**src/design/prad_pkg.sv**
```systemverilog
`timescale 1ns / 1ps
// Shared constants, codes and types for the paged region address decoder.
// No dependencies; every design file imports this package.
package prad_pkg;

  localparam int PAGE_COUNT   = 4096;
  localparam int REGION_SLOTS = 32;
  localparam int PAGE_SHIFT   = 12;
  localparam int ADDR_W       = 32;
  localparam int PG_W         = $clog2(PAGE_COUNT);
  localparam int ID_W         = 5;
  localparam int ENTRY_W      = $clog2(REGION_SLOTS + 1);
  localparam int TOTAL_W      = $clog2(REGION_SLOTS + 1);
  localparam int MAP_COUNT    = 3;

  // Commands
  localparam logic CMD_LOOKUP = 1'b0;
  localparam logic CMD_INSERT = 1'b1;

  // Map selectors
  localparam logic [1:0] MAP_READ  = 2'd0;
  localparam logic [1:0] MAP_WRITE = 2'd1;
  localparam logic [1:0] MAP_FETCH = 2'd2;
  localparam logic [1:0] MAP_NONE  = 2'd3;  // names no map

  // Result status codes
  localparam logic [1:0] ST_OK   = 2'd0;
  localparam logic [1:0] ST_MISS = 2'd1;
  localparam logic [1:0] ST_FULL = 2'd2;

  // Page entry: 0 is empty, otherwise region id + 1
  typedef logic [ENTRY_W-1:0] page_entry_t;
  typedef logic [MAP_COUNT-1:0][ENTRY_W-1:0] page_row_t;

  typedef struct packed {
    logic [MAP_COUNT-1:0] lane_we;
    logic [PG_W-1:0]      addr;
    page_entry_t          data;
  } page_wr_t;

  typedef struct packed {
    logic [ADDR_W-1:0] start_addr;
    logic [ADDR_W-1:0] end_addr;
    logic              kind;
  } region_t;

  typedef struct packed {
    logic            en;
    logic [ID_W-1:0] addr;
    region_t         data;
  } region_wr_t;

endpackage

```
**src/design/prad_region_mem.sv**
```systemverilog
`timescale 1ns / 1ps
// Region store: start, inclusive end and kind of each inserted region.
// Depends on prad_pkg for the region types.
module prad_region_mem
  import prad_pkg::*;
(
  input  logic            clk,
  input  region_wr_t      wr,
  input  logic [ID_W-1:0] rd_addr,
  output region_t         rd_data
);

  region_t mem [REGION_SLOTS];
  region_t rd_data_r;

  always_ff @(posedge clk) begin
    if (wr.en) begin
      mem[wr.addr] <= wr.data;
    end
    rd_data_r <= mem[rd_addr];
  end

  assign rd_data = rd_data_r;

endmodule

```
**config.mk**
```make
export PLATFORM = sky130hd
export DESIGN_NAME = prad_region_mem
export DESIGN_NICKNAME = d
export VERILOG_FILES = /design/src/design/prad_pkg.sv /design/src/design/prad_region_mem.sv
export SDC_FILE = /design/constraint.sdc
export NUM_CORES = 2
export LEC_CHECK = 0
export BUFFER_PORTS_ARGS = -buffer_cell sky130_fd_sc_hd__buf_2
export CAP_MARGIN = 5
export CORE_ASPECT_RATIO = 2
export CORE_MARGIN = 3
export CORE_UTILIZATION = 45
export CTS_CLUSTER_DIAMETER = 150
export DETAILED_ROUTE_END_ITERATION = 12
export PLACE_DENSITY = 0.69
export SYNTH_ARGS = -nofsm -noshare
export SYNTH_HDL_FRONTEND = slang
export SYNTH_SLANG_ARGS = --single-unit
```
**constraint.sdc**
```tcl
create_clock -name clk -period 5.2 [get_ports clk]
set_input_delay 1.04 -clock clk [delete_from_list [all_inputs] [get_ports clk]]
set_output_delay 1.04 -clock clk [all_outputs]
set_load 0.05 [all_outputs]
```
# Word level (Yosys, flattened, before mapping)
# Memory sizes are Yosys's and may differ from the RTL's. A register that Yosys moved wholly into a read port is not among the register bits.
# Index checks and enable logic that the tools add are counted.
[word_totals] rom_bits=0 mem_count=1 ramBits=2080 elab_cells=3 out_inout_bits=65 register_bits=0 latchBits=0 input_bits=77
[classes] reduce_logical=0 n_mul=0 n_addsub=0 shift=0 div=0 bitwise_logic=0 eq_ne=0 muxes=2 n_lt_le_gt_ge=0
[memory_table] name="mem" depth=32 word_bits=65 rd=1 rd_ports_with_merged_regs=1 write_ports=1 line="prad_region_mem.sv:13" source="region_t mem [REGION_SLOTS];"
[ops] cell="$mux 1" n=2

# Depth between registers and ports, before layout
[logic_depth] word_depth=2 depth_mapped=10 mapped_depth_nobuf=4

# Least setup slack after synthesis
# OpenSTA, ideal clock, no wires.
[synth_path] path_kind="input to register" from="in wr[66] in the netlist's numbering" to="mem mem[12][0] in the netlist's numbering (enable)" arrival_time_ns=4.417 n_path_buf=1 path_stages=3 t_required_ns=4.712 setup_time_ns=0.488 path_slack_ns=0.294 path_cell_list="or3b_2 > clkbuf_1 > nor2_1"
[synth_lines] element="from (decl)" line="prad_region_mem.sv:8" source="input region_wr_t wr,"
[synth_lines] element="to (decl)" line="prad_region_mem.sv:13"
# No word-level cell before the write port.

==> flow_metrics.py <==
metrics = {
    "worst_setup_path": {
        "end_kind": "flip-flop",
        "critPathArrivalTime_ns": 3.62,
        "timing.critical_path.max_delay_family": "buffers and inverters",
        "r2r_end": "rd_data[59]",
        "critPathRequiredTime_ns": 5.90,
        "r2r_start": "mem[23][59]",
        "worst-path-buf-inv": 2,
        "path_common_cell": "mux4_2",
        "crit_chain": "buf_8 -> buf_4 -> mux4_2 -> mux4_2 -> mux2_2",
        "critical_path.startpoint_type": "primary input",
        "slowest_delay_ns": 0.73,
        "cp_max_fo": 81,
        "critPathKind": "primary input to flip-flop",
        "reg2regPathDepth": 4,
        "cp_slowest_cell": "buf_4",
        "reg2reg_slack_ns": 3.35,
    },
    "cts": {
        "cts.sinks": 2145,
        "cts_buffers": 176,
        "ctsRootBufferMaster": "clkbuf_16",
        "ctsHoldBuffers": 0,
        "cts_setup_buffers": 0,
        "cts_tree": "yes",
        "clkLatencyLatePin_ns": 0.81,
        "cts_resized": 0,
        "htreeDepth": 4,
        "clkTransAtPathRegs_ns": 0.07,
        "clk_path_buf_depth": 4,
    },
    "placed_design": {
        "hpwl_mm": 97.4,
        "place.gp.congestion": 0.740,
        "dpl_cell_area_sq_um": 84600,
        "numPortBuffers": 141,
        "dpl.cell_count": 5552,
    },
    "cells_and_area": {
        "nNetsFinal": 3497,
        "multi_input_area_sq_um": 15900,
        "drive_gt1_share_pct": 34.5,
        "final_area_sq_um": 90200,
        "fillCellCount": 13400,
        "utilization_pct": 51.0,
        "instances_no_fill": 5878,
        "syn2layout_area_growth_pct": 12.5,
        "seq_area_sq_um": 63800,
    },
    "floorplan": {
        "initial_core_util_pct": 45.4,
        "die_h_microns": 603,
        "die_x_microns": 305,
        "dieArea_sq_um": 184000,
        "core_sq_um": 177000,
        "rows": 218,
        "pin_count": 142,
    },
    "min_path": {
        "hold_path_class": "primary input to flip-flop",
        "hold_depth": 1,
        "hp-start": "wr[46]",
        "min_to": "mem[0][46]",
    },
    "detailed_routing": {
        "ant_nets": 0,
        "dr.pass1.iters": 7,
        "drc": 0,
        "via_count": 35600,
        "routed_wl_mm": 192,
        "drtIter0Drc": 3988,
        "vias_per_cell": 6.05,
        "avgRoutedWirePerCell_microns": 32.6,
    },
    "power": {
        "powerDensity_nw_per_um2": 380,
        "power_mw": 34.2,
        "peakVddDrop_uv": 268,
        "leakage_nw": 27.9,
    },
    "synthesis": {
        "synth.top_cell.area_share_pct": 77.9,
        "synth_flop_cell": "edfxtp_1",
        "async_flop_share_pct": 0,
        "synth_edf_count": 2080,
        "ys_ff_latch": 2145,
        "synthTopCellsByCount": "2080 x edfxtp_1, 611 x mux4_2, 74 x mux2_2",
        "synth_area_sq_um": 80200,
        "yosysMostFrequentCell": "edfxtp_1",
        "syn_avg_cell_area_sq_um": 25.5,
        "synth_fp_nets": 3224,
        "synth_largest_area_cell": "edfxtp_1",
        "seq_area_frac_synth_pct": 79.5,
        "ys_warn_count": 0,
        "syn_inst": 3147,
        "ys_types": 29,
        "synth_area_leaders": "edfxtp_1 78%, mux4_2 17%, dfxtp_1 1.6%",
    },
    "timing": {
        "max_freq_ghz": 0.342,
        "worst_slew_pin_slew_ns": 1.23,
        "slew_viol_final": 0,
        "hold_violations": 0,
        "period_share_pct": 56.2,
        "fin_tns_setup_ns": 0,
        "slew_headroom_pct": 18.0,
        "rsz0062_at_grt": "no",
        "worst_clock_skew_ns": 0.0374,
        "fin_crit_ns": 2.92,
        "setup_violations": 0,
    },
    "global_routing": {
        "overflow": 0,
        "grt_usage_pct": 20.9,
        "grt_max_degree": 85,
        "grt_pass1_vias": 37100,
        "grt_pass1_wl_mm": 275,
        "antenna_found_initial": 31,
    },
    "run_status": {
        "outcome": "finished, final reports clean",
    },
    "flow_run": {
        "cap_violations": 0,
    },
}
[placed cells by master, fill, tap and decap left out, drive strengths merged, types with 5 or more instances in the layout]
cell type,synthesis,layout
buf,89,254
edfxtp,2080,2080
dfxtp,65,65
mux4,611,611
mux2i,39,39
a221oi,12,12
o22ai,9,9
bufinv,0,12
mux2,74,74
clkinvlp,0,10
diode,0,14
clkinv,0,55
clkbuf,71,233
nand3b,5,5
nor2,42,42
o21ai,10,10
[stage by stage]
stage / hold slack, ns / worst slack, ns
floorplan: 0.722 / 0.294
global placement: 0.762 / 1.44
detailed placement: 0.757 / 1.43
CTS: 0.646 / 2.27
global route: 0.717 / 2.10
finish: 0.695 / 2.28
[flip-flops by register name, indices dropped and copies added (netlist names)]
name and count:
rd_data 65, mem 2080
[cells by family after synthesis]
| kind of cell | after synthesis | share of synthesized area [%] |
|---|---|---|
| mux | 724 | 18.7 |
| flops | 2145 | 79.5 |
| buf+inv | 161 | 0.945 |
| compound gates | 53 | 0.485 |
| simple gates | 64 | 0.376 |
[power breakdown]
| part | switching [mW] | total [mW] | internal (mW) |
|---|---|---|---|
| combinational | 1.14 | 1.87 | 0.734 |
| clock | 5.93 | 13.1 | 7.12 |
| sequential | 0.0995 | 19.3 | 19.2 |
[area by class of cell]
| cell class | count | share of cell area, % |
|---|---|---|
| multi-input cells | 841 | 17.6 |
| well taps | 2310 | 3.20 |
| clock buffers | 232 | 5.33 |
| inverters | 1 | 0.00555 |
| repair buffers | 255 | 2.27 |
| diodes | 14 | 0.0388 |
| flip-flops and latches | 2145 | 70.7 |
| clock inverters | 80 | 0.816 |
[worst max-delay path by stage]
stage | startpoint | to | slack (ns) | cells past startpoint
after floorplan | wr[66] | mem[12][0] | 0.29 | 3
after global placement | rd_addr[1] | rd_data[21] | 1.44 | 5
after detailed placement | rd_addr[0] | rd_data[53] | 1.43 | 7
after CTS | rd_addr[0] | rd_data[53] | 2.27 | 7
after global routing | rd_addr[0] | rd_data[53] | 2.10 | 7
final | rd_addr[1] | rd_data[21] | 2.28 | 5
[worst register-to-register path, stage by stage (launching register included)]
cell and delay [ns]:
edfxtp_1 0.38, mux4_2 0.47, mux2_2 0.29, o22ai_1 0.36, a221oi_1 0.14
[layer usage]
layer | up-vias | wire [microns] | global-route usage, %
met4 | 22 | 5930 | 6.91
met3 | 348 | 14400 | 3.83
met2 | 1528 | 102000 | 37.0
li1 | 14200 | - | -
met1 | 19500 | 68700 | 26.1
met5 | - | 124 | 0
Power figures use the tool's default switching activity.
